`config.mk`:
```
export PLATFORM = sky130hd
export DESIGN_NAME = scored_sighting_table_top_flat
export DESIGN_NICKNAME = d
export VERILOG_FILES = /design/src/design/sst_pkg.sv /design/src/design/sst_in_if.sv /design/src/design/sst_out_if.sv /design/src/design/sst_ram.sv /design/src/design/sst_datapath.sv /design/src/design/sst_ctrl.sv /design/src/design/scored_sighting_table_top.sv /design/src/flat_wrapper.sv
export SDC_FILE = /design/constraint.sdc
export NUM_CORES = 2
export LEC_CHECK = 0
export BUFFER_PORTS_ARGS = -buffer_cell sky130_fd_sc_hd__buf_2
export CAP_MARGIN = 20
export CORE_UTILIZATION = 35
export DETAILED_ROUTE_END_ITERATION = 16
export GPL_TIMING_DRIVEN = 0
export PLACE_DENSITY = 0.6
export SETUP_SLACK_MARGIN = 0.02
export SLEW_MARGIN = 40
export SYNTH_ARGS = -nofsm -noshare
export SYNTH_HDL_FRONTEND = slang
export SYNTH_SLANG_ARGS = --single-unit
```
`constraint.sdc`:
```
create_clock -name clk_i -period 9.7 [get_ports clk_i]
set_input_delay 0.485 -clock clk_i [delete_from_list [all_inputs] [get_ports clk_i]]
set_output_delay 0.485 -clock clk_i [all_outputs]
set_load 0.01 [all_outputs]
```
`src/design/sst_pkg.sv`:
```
// Shared types, constants and helpers for the scored sighting table.
`timescale 1ns / 1ps
`default_nettype none

package sst_pkg;

  localparam int unsigned TABLE_ENTRIES = 32;
  localparam int unsigned IDX_W         = $clog2(TABLE_ENTRIES);
  localparam int unsigned CNT_W         = $clog2(TABLE_ENTRIES + 1);

  localparam int unsigned OP_W     = 2;
  localparam int unsigned ADDR_W   = 48;
  localparam int unsigned TYPE_W   = 2;
  localparam int unsigned RSSI_W   = 8;
  localparam int unsigned COUNT_W  = 16;
  localparam int unsigned READ_W   = 5;
  localparam int unsigned STATUS_W = 3;
  localparam int unsigned SLOT_W   = 5;
  localparam int unsigned HELD_W   = 6;
  localparam int unsigned SCORE_W  = 3;
  localparam int unsigned CMP_W    = (CNT_W > READ_W) ? CNT_W : READ_W;

  localparam logic [COUNT_W-1:0] COUNT_MAX   = '1;
  localparam logic [SCORE_W-1:0] SCORE_DFU   = 3'd4;
  localparam logic [SCORE_W-1:0] SCORE_NAMED = 3'd2;

  typedef enum logic [OP_W-1:0] {
    OP_SIGHT = 2'd0,
    OP_READ  = 2'd1,
    OP_CLEAR = 2'd2
  } op_e;

  typedef enum logic [STATUS_W-1:0] {
    ST_UPDATED  = 3'd0,
    ST_INSERTED = 3'd1,
    ST_REPLACED = 3'd2,
    ST_DROPPED  = 3'd3,
    ST_READ_OK  = 3'd4,
    ST_EMPTY    = 3'd5,
    ST_CLEARED  = 3'd6
  } status_e;

  typedef enum logic [3:0] {
    CS_IDLE,
    CS_DISP,
    CS_HIT_RD,
    CS_HIT_CHK,
    CS_MISS,
    CS_EVI_RD,
    CS_EVI_CHK,
    CS_EVI_DEC,
    CS_READ_DAT,
    CS_DONE
  } state_e;

  typedef struct packed {
    logic [ADDR_W-1:0]        addr;
    logic [TYPE_W-1:0]        atype;
    logic signed [RSSI_W-1:0] last_rssi;
    logic signed [RSSI_W-1:0] best_rssi;
    logic [COUNT_W-1:0]       count;
    logic                     named;
    logic                     dfu;
  } entry_t;

  localparam int unsigned ENTRY_W = $bits(entry_t);

  typedef struct packed {
    logic in_ready;
    logic rd_en;
    logic rd_ridx;
    logic idx_clr;
    logic idx_inc;
    logic hit_write;
    logic insert;
    logic evi_update;
    logic replace;
    logic drop;
    logic read_load;
    logic read_empty;
    logic clear;
    logic push;
  } cmd_t;

  typedef struct packed {
    logic in_valid;
    op_e  op;
    logic fill_zero;
    logic full;
    logic match;
    logic last_hit;
    logic last_evi;
    logic better;
    logic read_ok;
    logic out_free;
  } sts_t;

  function automatic logic [SCORE_W-1:0] score_of(input logic named, input logic dfu);
    logic [SCORE_W-1:0] s;
    s = '0;
    if (dfu) s = s + SCORE_DFU;
    if (named) s = s + SCORE_NAMED;
    return s;
  endfunction

endpackage

`default_nettype wire

```
`src/design/sst_in_if.sv`:
```
// Input channel of the scored sighting table.
`timescale 1ns / 1ps
`default_nettype none

interface sst_in_if import sst_pkg::*; ();
  logic                     valid;
  logic                     ready;
  logic [OP_W-1:0]          op;
  logic [ADDR_W-1:0]        peer_addr;
  logic [TYPE_W-1:0]        peer_addr_type;
  logic signed [RSSI_W-1:0] signal_strength;
  logic                     named;
  logic                     dfu_seen;
  logic [READ_W-1:0]        read_index;

  modport source (
    output valid, op, peer_addr, peer_addr_type, signal_strength, named, dfu_seen,
           read_index,
    input  ready
  );

  modport sink (
    input  valid, op, peer_addr, peer_addr_type, signal_strength, named, dfu_seen,
           read_index,
    output ready
  );
endinterface

`default_nettype wire

```
`src/design/sst_out_if.sv`:
```
// Result channel of the scored sighting table.
`timescale 1ns / 1ps
`default_nettype none

interface sst_out_if import sst_pkg::*; ();
  logic                     valid;
  logic                     ready;
  logic [STATUS_W-1:0]      status;
  logic [SLOT_W-1:0]        slot;
  logic [ADDR_W-1:0]        entry_addr;
  logic [TYPE_W-1:0]        entry_addr_type;
  logic signed [RSSI_W-1:0] entry_last_rssi;
  logic signed [RSSI_W-1:0] entry_best_rssi;
  logic [COUNT_W-1:0]       entry_count;
  logic                     entry_named;
  logic                     entry_dfu;
  logic [HELD_W-1:0]        held;

  modport source (
    output valid, status, slot, entry_addr, entry_addr_type, entry_last_rssi,
           entry_best_rssi, entry_count, entry_named, entry_dfu, held,
    input  ready
  );

  modport sink (
    input  valid, status, slot, entry_addr, entry_addr_type, entry_last_rssi,
           entry_best_rssi, entry_count, entry_named, entry_dfu, held,
    output ready
  );
endinterface

`default_nettype wire

```
`src/design/sst_ram.sv`:
```
// Generic single-write, single-read RAM with registered read data.
`timescale 1ns / 1ps
`default_nettype none

module sst_ram #(
  parameter int unsigned WIDTH = 8,
  parameter int unsigned DEPTH = 32
) (
  input  logic                     clk_i,
  input  logic                     we_i,
  input  logic [$clog2(DEPTH)-1:0] waddr_i,
  input  logic [WIDTH-1:0]         wdata_i,
  input  logic                     re_i,
  input  logic [$clog2(DEPTH)-1:0] raddr_i,
  output logic [WIDTH-1:0]         rdata_o
);

  logic [WIDTH-1:0] mem_q [DEPTH];
  logic [WIDTH-1:0] rdata_q;

  always_ff @(posedge clk_i) begin
    if (we_i) begin
      mem_q[waddr_i] <= wdata_i;
    end
    if (re_i) begin
      rdata_q <= mem_q[raddr_i];
    end
  end

  assign rdata_o = rdata_q;

endmodule

`default_nettype wire

```
`src/design/sst_datapath.sv`:
```
// Datapath: item register, table RAM, scan and victim registers, result registers.
`timescale 1ns / 1ps
`default_nettype none

module sst_datapath import sst_pkg::*; (
  input  logic              clk_i,
  input  logic              rst_ni,
  sst_in_if.sink            in_i,
  sst_out_if.source         out_o,
  input  cmd_t              cmd_i,
  output sts_t              sts_o
);

  // held item
  op_e                      op_q;
  logic [ADDR_W-1:0]        addr_q;
  logic [TYPE_W-1:0]        atype_q;
  logic signed [RSSI_W-1:0] rssi_q;
  logic                     named_q;
  logic                     dfu_q;
  logic [READ_W-1:0]        ridx_q;

  logic [IDX_W-1:0]         idx_q, idx_d;
  logic [CNT_W-1:0]         fill_q, fill_d;
  logic [IDX_W-1:0]         worst_idx_q;
  logic [SCORE_W-1:0]       worst_score_q;
  logic signed [RSSI_W-1:0] worst_rssi_q;

  status_e                  res_status_q;
  logic [SLOT_W-1:0]        res_slot_q;
  entry_t                   res_entry_q;

  logic                     out_valid_q;
  status_e                  out_status_q;
  logic [SLOT_W-1:0]        out_slot_q;
  entry_t                   out_entry_q;
  logic [HELD_W-1:0]        out_held_q;

  logic                     accept;
  entry_t                   rdata;
  entry_t                   wdata;
  entry_t                   upd_entry;
  entry_t                   new_entry;
  logic                     we;
  logic [IDX_W-1:0]         waddr;
  logic [IDX_W-1:0]         raddr;
  logic [IDX_W-1:0]         ridx_addr;
  logic [SCORE_W-1:0]       rd_score;
  logic [SCORE_W-1:0]       item_score;
  logic                     evi_take;

  assign accept    = in_i.valid && cmd_i.in_ready;
  assign in_i.ready = cmd_i.in_ready;

  assign ridx_addr = IDX_W'(CMP_W'(ridx_q));
  assign raddr     = cmd_i.rd_ridx ? ridx_addr : idx_q;

  always_comb begin
    new_entry           = '0;
    new_entry.addr      = addr_q;
    new_entry.atype     = atype_q;
    new_entry.last_rssi = rssi_q;
    new_entry.best_rssi = rssi_q;
    new_entry.count     = COUNT_W'(1);
    new_entry.named     = named_q;
    new_entry.dfu       = dfu_q;
  end

  always_comb begin
    upd_entry           = rdata;
    upd_entry.last_rssi = rssi_q;
    if (rssi_q > rdata.best_rssi) begin
      upd_entry.best_rssi = rssi_q;
    end
    if (rdata.count != COUNT_MAX) begin
      upd_entry.count = rdata.count + COUNT_W'(1);
    end
    upd_entry.named = rdata.named | named_q;
    upd_entry.dfu   = rdata.dfu | dfu_q;
  end

  assign we    = cmd_i.hit_write || cmd_i.insert || cmd_i.replace;
  assign wdata = cmd_i.hit_write ? upd_entry : new_entry;

  always_comb begin
    waddr = idx_q;
    if (cmd_i.insert) begin
      waddr = IDX_W'(fill_q);
    end else if (cmd_i.replace) begin
      waddr = worst_idx_q;
    end
  end

  sst_ram #(
    .WIDTH(ENTRY_W),
    .DEPTH(TABLE_ENTRIES)
  ) u_ram (
    .clk_i  (clk_i),
    .we_i   (we),
    .waddr_i(waddr),
    .wdata_i(wdata),
    .re_i   (cmd_i.rd_en),
    .raddr_i(raddr),
    .rdata_o(rdata)
  );

  assign rd_score   = score_of(rdata.named, rdata.dfu);
  assign item_score = score_of(named_q, dfu_q);
  assign evi_take   = (idx_q == '0) || (rd_score < worst_score_q) ||
                      ((rd_score == worst_score_q) && (rdata.last_rssi < worst_rssi_q));

  always_comb begin
    sts_o.in_valid  = in_i.valid;
    sts_o.op        = op_q;
    sts_o.fill_zero = (fill_q == '0);
    sts_o.full      = (fill_q == CNT_W'(TABLE_ENTRIES));
    sts_o.match     = (rdata.addr == addr_q) && (rdata.atype == atype_q);
    sts_o.last_hit  = ((CNT_W'(idx_q) + CNT_W'(1)) == fill_q);
    sts_o.last_evi  = (idx_q == IDX_W'(TABLE_ENTRIES - 1));
    sts_o.better    = (item_score > worst_score_q) ||
                      ((item_score == worst_score_q) && (rssi_q > worst_rssi_q));
    sts_o.read_ok   = (CMP_W'(ridx_q) < CMP_W'(fill_q));
    sts_o.out_free  = !out_valid_q || out_o.ready;
  end

  always_comb begin
    idx_d = idx_q;
    if (accept || cmd_i.idx_clr) begin
      idx_d = '0;
    end else if (cmd_i.idx_inc) begin
      idx_d = idx_q + IDX_W'(1);
    end
  end

  always_comb begin
    fill_d = fill_q;
    if (cmd_i.clear) begin
      fill_d = '0;
    end else if (cmd_i.insert) begin
      fill_d = fill_q + CNT_W'(1);
    end
  end

  always_ff @(posedge clk_i or negedge rst_ni) begin
    if (!rst_ni) begin
      idx_q       <= '0;
      fill_q      <= '0;
      out_valid_q <= 1'b0;
    end else begin
      idx_q  <= idx_d;
      fill_q <= fill_d;
      if (cmd_i.push) begin
        out_valid_q <= 1'b1;
      end else if (out_o.ready) begin
        out_valid_q <= 1'b0;
      end
    end
  end

  always_ff @(posedge clk_i) begin
    if (accept) begin
      op_q    <= op_e'(in_i.op);
      addr_q  <= in_i.peer_addr;
      atype_q <= in_i.peer_addr_type;
      rssi_q  <= in_i.signal_strength;
      named_q <= in_i.named;
      dfu_q   <= in_i.dfu_seen;
      ridx_q  <= in_i.read_index;
    end
    if (cmd_i.evi_update && evi_take) begin
      worst_idx_q   <= idx_q;
      worst_score_q <= rd_score;
      worst_rssi_q  <= rdata.last_rssi;
    end
    if (cmd_i.hit_write) begin
      res_status_q <= ST_UPDATED;
      res_slot_q   <= SLOT_W'(idx_q);
      res_entry_q  <= '0;
    end
    if (cmd_i.insert) begin
      res_status_q <= ST_INSERTED;
      res_slot_q   <= SLOT_W'(fill_q);
      res_entry_q  <= '0;
    end
    if (cmd_i.replace) begin
      res_status_q <= ST_REPLACED;
      res_slot_q   <= SLOT_W'(worst_idx_q);
      res_entry_q  <= '0;
    end
    if (cmd_i.drop) begin
      res_status_q <= ST_DROPPED;
      res_slot_q   <= '0;
      res_entry_q  <= '0;
    end
    if (cmd_i.read_load) begin
      res_status_q <= ST_READ_OK;
      res_slot_q   <= SLOT_W'(ridx_q);
      res_entry_q  <= rdata;
    end
    if (cmd_i.read_empty) begin
      res_status_q <= ST_EMPTY;
      res_slot_q   <= SLOT_W'(ridx_q);
      res_entry_q  <= '0;
    end
    if (cmd_i.clear) begin
      res_status_q <= ST_CLEARED;
      res_slot_q   <= '0;
      res_entry_q  <= '0;
    end
    if (cmd_i.push) begin
      out_status_q <= res_status_q;
      out_slot_q   <= res_slot_q;
      out_entry_q  <= res_entry_q;
      out_held_q   <= HELD_W'(fill_q);
    end
  end

  assign out_o.valid           = out_valid_q;
  assign out_o.status          = out_status_q;
  assign out_o.slot            = out_slot_q;
  assign out_o.entry_addr      = out_entry_q.addr;
  assign out_o.entry_addr_type = out_entry_q.atype;
  assign out_o.entry_last_rssi = out_entry_q.last_rssi;
  assign out_o.entry_best_rssi = out_entry_q.best_rssi;
  assign out_o.entry_count     = out_entry_q.count;
  assign out_o.entry_named     = out_entry_q.named;
  assign out_o.entry_dfu       = out_entry_q.dfu;
  assign out_o.held            = out_held_q;

endmodule

`default_nettype wire

```
`src/design/sst_ctrl.sv`:
```
// Controller: sequences lookup, insertion, victim scan, reads and clears.
`timescale 1ns / 1ps
`default_nettype none

module sst_ctrl import sst_pkg::*; (
  input  logic clk_i,
  input  logic rst_ni,
  input  sts_t sts_i,
  output cmd_t cmd_o
);

  state_e state_q, state_d;

  always_ff @(posedge clk_i or negedge rst_ni) begin
    if (!rst_ni) begin
      state_q <= CS_IDLE;
    end else begin
      state_q <= state_d;
    end
  end

  always_comb begin
    state_d = state_q;
    unique case (state_q)
      CS_IDLE: begin
        if (sts_i.in_valid) state_d = CS_DISP;
      end
      CS_DISP: begin
        unique case (sts_i.op)
          OP_SIGHT: state_d = sts_i.fill_zero ? CS_MISS : CS_HIT_RD;
          OP_READ:  state_d = sts_i.read_ok ? CS_READ_DAT : CS_DONE;
          OP_CLEAR: state_d = CS_DONE;
          default:  state_d = CS_IDLE;
        endcase
      end
      CS_HIT_RD: state_d = CS_HIT_CHK;
      CS_HIT_CHK: begin
        if (sts_i.match) begin
          state_d = CS_DONE;
        end else if (sts_i.last_hit) begin
          state_d = CS_MISS;
        end else begin
          state_d = CS_HIT_RD;
        end
      end
      CS_MISS: state_d = sts_i.full ? CS_EVI_RD : CS_DONE;
      CS_EVI_RD: state_d = CS_EVI_CHK;
      CS_EVI_CHK: state_d = sts_i.last_evi ? CS_EVI_DEC : CS_EVI_RD;
      CS_EVI_DEC: state_d = CS_DONE;
      CS_READ_DAT: state_d = CS_DONE;
      CS_DONE: begin
        if (sts_i.out_free) state_d = CS_IDLE;
      end
      default: state_d = CS_IDLE;
    endcase
  end

  always_comb begin
    cmd_o = '0;
    unique case (state_q)
      CS_IDLE: cmd_o.in_ready = 1'b1;
      CS_DISP: begin
        unique case (sts_i.op)
          OP_READ: begin
            cmd_o.rd_en      = sts_i.read_ok;
            cmd_o.rd_ridx    = 1'b1;
            cmd_o.read_empty = !sts_i.read_ok;
          end
          OP_CLEAR: cmd_o.clear = 1'b1;
          default: ;
        endcase
      end
      CS_HIT_RD: cmd_o.rd_en = 1'b1;
      CS_HIT_CHK: begin
        cmd_o.hit_write = sts_i.match;
        cmd_o.idx_inc   = !sts_i.match && !sts_i.last_hit;
      end
      CS_MISS: begin
        cmd_o.idx_clr = sts_i.full;
        cmd_o.insert  = !sts_i.full;
      end
      CS_EVI_RD: cmd_o.rd_en = 1'b1;
      CS_EVI_CHK: begin
        cmd_o.evi_update = 1'b1;
        cmd_o.idx_inc    = !sts_i.last_evi;
      end
      CS_EVI_DEC: begin
        cmd_o.replace = sts_i.better;
        cmd_o.drop    = !sts_i.better;
      end
      CS_READ_DAT: cmd_o.read_load = 1'b1;
      CS_DONE: cmd_o.push = sts_i.out_free;
      default: ;
    endcase
  end

endmodule

`default_nettype wire

```
`src/design/scored_sighting_table_top.sv`:
```
// Top level of the scored sighting table.
//
// One word is taken at a time; in_i.ready is high only while the block waits
// for work, and a finished result may still sit in the output register while
// the next word is taken. A result that finds the output register still full
// holds the block until that register drains. The table is one RAM with one
// write port and one registered read port, walked one entry at a time, each
// entry read in its read state and checked in its check state. On a miss
// with the table full a victim walk over every entry follows. Clear drops
// the fill count only, so no clearing pass follows reset or clear.
`timescale 1ns / 1ps
`default_nettype none

module scored_sighting_table_top import sst_pkg::*; (
  input  logic      clk_i,
  input  logic      rst_ni,
  sst_in_if.sink    in_i,
  sst_out_if.source out_o
);

  cmd_t cmd;
  sts_t sts;

  sst_ctrl u_ctrl (
    .clk_i (clk_i),
    .rst_ni(rst_ni),
    .sts_i (sts),
    .cmd_o (cmd)
  );

  sst_datapath u_dp (
    .clk_i (clk_i),
    .rst_ni(rst_ni),
    .in_i  (in_i),
    .out_o (out_o),
    .cmd_i (cmd),
    .sts_o (sts)
  );

endmodule

`default_nettype wire

```
`src/flat_wrapper.sv`:
```
// flat-port wrapper written by rule: the top's interface ports become plain ports
module scored_sighting_table_top_flat import sst_pkg::*;
  (clk_i, rst_ni, in_i_valid, in_i_op, in_i_peer_addr, in_i_peer_addr_type, in_i_signal_strength, in_i_named, in_i_dfu_seen, in_i_read_index, in_i_ready, out_o_valid, out_o_status, out_o_slot, out_o_entry_addr, out_o_entry_addr_type, out_o_entry_last_rssi, out_o_entry_best_rssi, out_o_entry_count, out_o_entry_named, out_o_entry_dfu, out_o_held, out_o_ready);
  sst_in_if in_i_i ();
  sst_out_if out_o_i ();
  input  logic clk_i;
  input  logic rst_ni;
  input wire logic [$bits(in_i_i.valid)-1:0] in_i_valid;
  input wire logic [$bits(in_i_i.op)-1:0] in_i_op;
  input wire logic [$bits(in_i_i.peer_addr)-1:0] in_i_peer_addr;
  input wire logic [$bits(in_i_i.peer_addr_type)-1:0] in_i_peer_addr_type;
  input wire logic [$bits(in_i_i.signal_strength)-1:0] in_i_signal_strength;
  input wire logic [$bits(in_i_i.named)-1:0] in_i_named;
  input wire logic [$bits(in_i_i.dfu_seen)-1:0] in_i_dfu_seen;
  input wire logic [$bits(in_i_i.read_index)-1:0] in_i_read_index;
  output wire logic [$bits(in_i_i.ready)-1:0] in_i_ready;
  output wire logic [$bits(out_o_i.valid)-1:0] out_o_valid;
  output wire logic [$bits(out_o_i.status)-1:0] out_o_status;
  output wire logic [$bits(out_o_i.slot)-1:0] out_o_slot;
  output wire logic [$bits(out_o_i.entry_addr)-1:0] out_o_entry_addr;
  output wire logic [$bits(out_o_i.entry_addr_type)-1:0] out_o_entry_addr_type;
  output wire logic [$bits(out_o_i.entry_last_rssi)-1:0] out_o_entry_last_rssi;
  output wire logic [$bits(out_o_i.entry_best_rssi)-1:0] out_o_entry_best_rssi;
  output wire logic [$bits(out_o_i.entry_count)-1:0] out_o_entry_count;
  output wire logic [$bits(out_o_i.entry_named)-1:0] out_o_entry_named;
  output wire logic [$bits(out_o_i.entry_dfu)-1:0] out_o_entry_dfu;
  output wire logic [$bits(out_o_i.held)-1:0] out_o_held;
  input wire logic [$bits(out_o_i.ready)-1:0] out_o_ready;
  assign in_i_i.valid = in_i_valid;
  assign in_i_i.op = in_i_op;
  assign in_i_i.peer_addr = in_i_peer_addr;
  assign in_i_i.peer_addr_type = in_i_peer_addr_type;
  assign in_i_i.signal_strength = in_i_signal_strength;
  assign in_i_i.named = in_i_named;
  assign in_i_i.dfu_seen = in_i_dfu_seen;
  assign in_i_i.read_index = in_i_read_index;
  assign in_i_ready = in_i_i.ready;
  assign out_o_valid = out_o_i.valid;
  assign out_o_status = out_o_i.status;
  assign out_o_slot = out_o_i.slot;
  assign out_o_entry_addr = out_o_i.entry_addr;
  assign out_o_entry_addr_type = out_o_i.entry_addr_type;
  assign out_o_entry_last_rssi = out_o_i.entry_last_rssi;
  assign out_o_entry_best_rssi = out_o_i.entry_best_rssi;
  assign out_o_entry_count = out_o_i.entry_count;
  assign out_o_entry_named = out_o_i.entry_named;
  assign out_o_entry_dfu = out_o_i.entry_dfu;
  assign out_o_held = out_o_i.held;
  assign out_o_i.ready = out_o_ready;
  scored_sighting_table_top u_core (.clk_i(clk_i), .rst_ni(rst_ni), .in_i(in_i_i), .out_o(out_o_i));
endmodule
```
==> flow_metrics.tcl <==
set metrics [dict create \
    status "complete, no violations" \
    end_kind "flop" \
    slew_headroom_pct 38.0 \
    grt_remaining_overflow 0 \
    skew_ns 0.0540 \
    cts_setup_buffers 0 \
    cp_max_fo 14 \
    dp.final_hpwl_um 239000 \
    synth_edf_count 2952 \
    placed_cell_area_um2 130000 \
    port_buffers 170 \
    synth_top_cells_by_count "2952 x edfxtp_1, 971 x nand2_1, 678 x mux2i_1" \
    yosys.area_share.xor_xnor_pct 0.528 \
    clock_sinks 3060 \
    cts_buffer_depth 4 \
    worstPathArrival_ns 6.13 \
    drt-total-wl_um 341000 \
    fin_util_pct 42.0 \
    antenna_found_initial 26 \
    dieHeight_um 582 \
    ys_ff_latch 3060 \
    synthTopCellsByArea "edfxtp_1 75%, mux2i_1 5.8%, nand2_1 3.1%" \
    ant_nets 0 \
    ioPinCount 171 \
    cts_tree "done" \
    tightest_slew_ns 0.919 \
    clkSlewWorstSetupHoldPaths_ns 0.06 \
    setup_viol 0 \
    globalplace.congestion 0.849 \
    finalHoldViolations 0 \
    drtIter0Drc 7698 \
    synthSimpleGateAreaFrac_pct 6.10 \
    instances_no_fill 12500 \
    rsz0062_at_grt "no" \
    power.density_nw_per_um2 250 \
    fin_tns_setup_ns 0 \
    die_w_um 582 \
    layout-drive-gt1-share_pct 17.8 \
    placed_cells 11900 \
    wl_per_cell_um 27.2 \
    synth_most_common_cell "edfxtp_1" \
    peakVddDrop_v 0.000157 \
    vias 67800 \
    syn_to_final_growth_pct 19.1 \
    drv_cap 0 \
    numCtsBuffers 309 \
    hold_path_depth 5 \
    yosys_warnings 0 \
    nFillCells 29500 \
    drc 0 \
    initial_core_util_pct 35.3 \
    clkLatencyLatePin_ns 0.89 \
    grt_pass1_vias 66400 \
    synth_top_area_share_pct 75.2 \
    h-tree-depth 5 \
    hold_path.class "in2reg" \
    place_ws_ns 4.16 \
    synth-main-ff-cell "edfxtp_1" \
    required_ns 10.25 \
    via_per_inst 5.41 \
    grt_pass1_wl_um 482000 \
    reg2reg_depth 12 \
    synthArstFlopShare_pct 0.523 \
    grt_max_degree 33 \
    grtUsageTotal_pct 19.7 \
    fin_crit_ns 5.57 \
    drt-pass1-iter-count 6 \
    start_kind "flop" \
    final_cell_area_um2 140000 \
    fin_ws_ns 4.13 \
    die_area_um2 339000 \
    synthesis.nets 7190 \
    synth_seq_area_share_pct 77.1 \
    netlist_instances 7079 \
    yosysTopAreaCell "edfxtp_1" \
    yosys.area_share.adder_pct 0.425 \
    root_buffer "clkbuf_16" \
    maxSlewViolCount 0 \
    fin_crit_sh_pct 57.4 \
    synth_top_family_by_area "multiplexers" \
    core_um2 334000 \
    yosysUniqueCellTypes 79 \
    path_class "reg2reg" \
    fmax_ghz 0.179 \
    rows 212 \
    post_synth.cell_area_avg_um2 16.6 \
    nNetsFinal 8001 \
    synth-compound-area-share_pct 5.51 \
    synthMuxAreaShare_pct 8.23 \
    p_leak_nw 46.7 \
    synthesis.area_um2 118000 \
]
==> final cells by class <==
cell class | count | area [um2] | share of cell area (%)
Timing Repair Buffer | 500 | 6240 | 4.45
Tap cell | 4387 | 5490 | 3.91
Clock inverter | 150 | 1290 | 0.922
Clock buffer | 397 | 8440 | 6.01
Multi-Input combinational cell | 3524 | 25300 | 18.1
Inverter | 46 | 173 | 0.123
Sequential cell | 3060 | 90900 | 64.8
Buffer | 449 | 2400 | 1.71
Antenna cell | 24 | 60.1 | 0.0428
==> through the flow <==
stage | hold slack [ns] | power, W
3_5_place_dp | 0.417 | 0.0237
4_1_cts | 0.0195 | 0.0353
3_3_place_gp | 0.417 | 0.0234
5_1_grt | 0.0996 | 0.0362
6_report | 0.0840 | 0.0351
2_1_floorplan | 0.189 | 0.0202
==> worst paths after layout <==
kind	from	to	slack, ns
min in group asynchronous	rst_ni	u_core.u_dp.idx_q[1]	0.11
hold / removal	in_i_valid	u_core.u_ctrl.state_q[0]	0.08
max in group asynchronous	rst_ni	u_core.u_dp.fill_q[2]	9.28
hold reg to reg	u_core.u_dp.res_entry_q[76]	u_core.u_dp.out_o.entry_addr[40]	0.43
setup / recovery	u_core.u_dp.addr_q[29]	u_core.u_dp.u_ram.mem_q[6][52]	4.13
setup reg to reg	u_core.u_dp.addr_q[29]	u_core.u_dp.u_ram.mem_q[6][52]	4.13
==> where the power goes <==
part | switching, W | total [W] | internal (W)
combinational | 0.00506 | 0.00743 | 0.00238
clock | 0.00497 | 0.0116 | 0.00666
sequential | 0.000426 | 0.0160 | 0.0156
==> what timing repair did <==
action,4_1_cts,5_1_grt
setup endpoints to repair,0,0
hold endpoints to repair,85,0
hold buffers,69,0
gates resized for setup,0,0
==> registers in the layout (all words and copies together), names as in the netlist, 3 cells and up <==
name	cells
u_core.u_dp.u_ram.mem_q	2688
u_core.u_dp.res_entry_q	84
u_core.u_dp.u_ram.rdata_o	84
u_core.u_dp.addr_q	48
u_core.u_dp.out_o.entry_addr	48
u_core.u_dp.out_o.entry_count	16
u_core.u_dp.out_o.entry_best_rssi	8
u_core.u_dp.out_o.entry_last_rssi	8
u_core.u_dp.rssi_q	8
u_core.u_dp.worst_rssi_q	8
u_core.u_dp.fill_q	6
u_core.u_dp.out_o.held	6
u_core.u_dp.idx_q	5
u_core.u_dp.out_o.slot	5
u_core.u_dp.res_slot_q	5
u_core.u_dp.ridx_addr	5
u_core.u_dp.worst_idx_q	5
u_core.u_ctrl.state_q	4
u_core.u_dp.out_o.status	3
u_core.u_dp.res_status_q	3
==> worst max-delay path: stages (launching register included) <==
cell	delay, ns
edfxtp_1	0.55
xnor2_2	0.56
nand4_1	0.23
nor3_2	0.64
nand4_1	0.57
buf_6	0.35
a2111oi_2	0.65
o21ai_4	0.33
nor2_4	0.49
buf_16	0.22
buf_8	0.17
buf_8	0.20
buf_8	0.21
==> layout by cell type (no fill, tap or decap), types with 70 or more instances in the layout <==
master,Yosys,final
buf_4,59,70
buf_16,0,73
clkbuf_1,217,215
mux4_2,83,83
buf_2,131,299
nor2b_1,92,92
mux2i_1,678,677
dfxtp_1,92,92
nand4_1,114,114
buf_8,0,155
o21ai_0,111,110
mux2_2,86,86
nand2_1,971,970
a21oi_1,276,274
o22ai_1,171,171
nand3_1,184,184
a32oi_1,86,86
nor4_1,87,84
clkbuf_16,0,322
edfxtp_1,2952,2952
a22o_1,157,157
==> logic make-up after synthesis <==
logic type / count (synthesis)
multiplexers: 854
flip-flops: 3060
AND/OR/NAND/NOR: 1599
AO/OA/AOI/OAI: 960
adder cells (fa/ha/maj): 40
XOR/XNOR: 71
buffers and inverters: 495
==> layer usage <==
metal  up-vias  track usage [%]  routed length, um
li1      29300                -                  -
met1     34900             27.6             145000
met2      3128             30.9             157000
met3       519             3.89              28700
met4         4             5.91              10300
met5         -                0                 32
(Power assumes the default switching activity.)
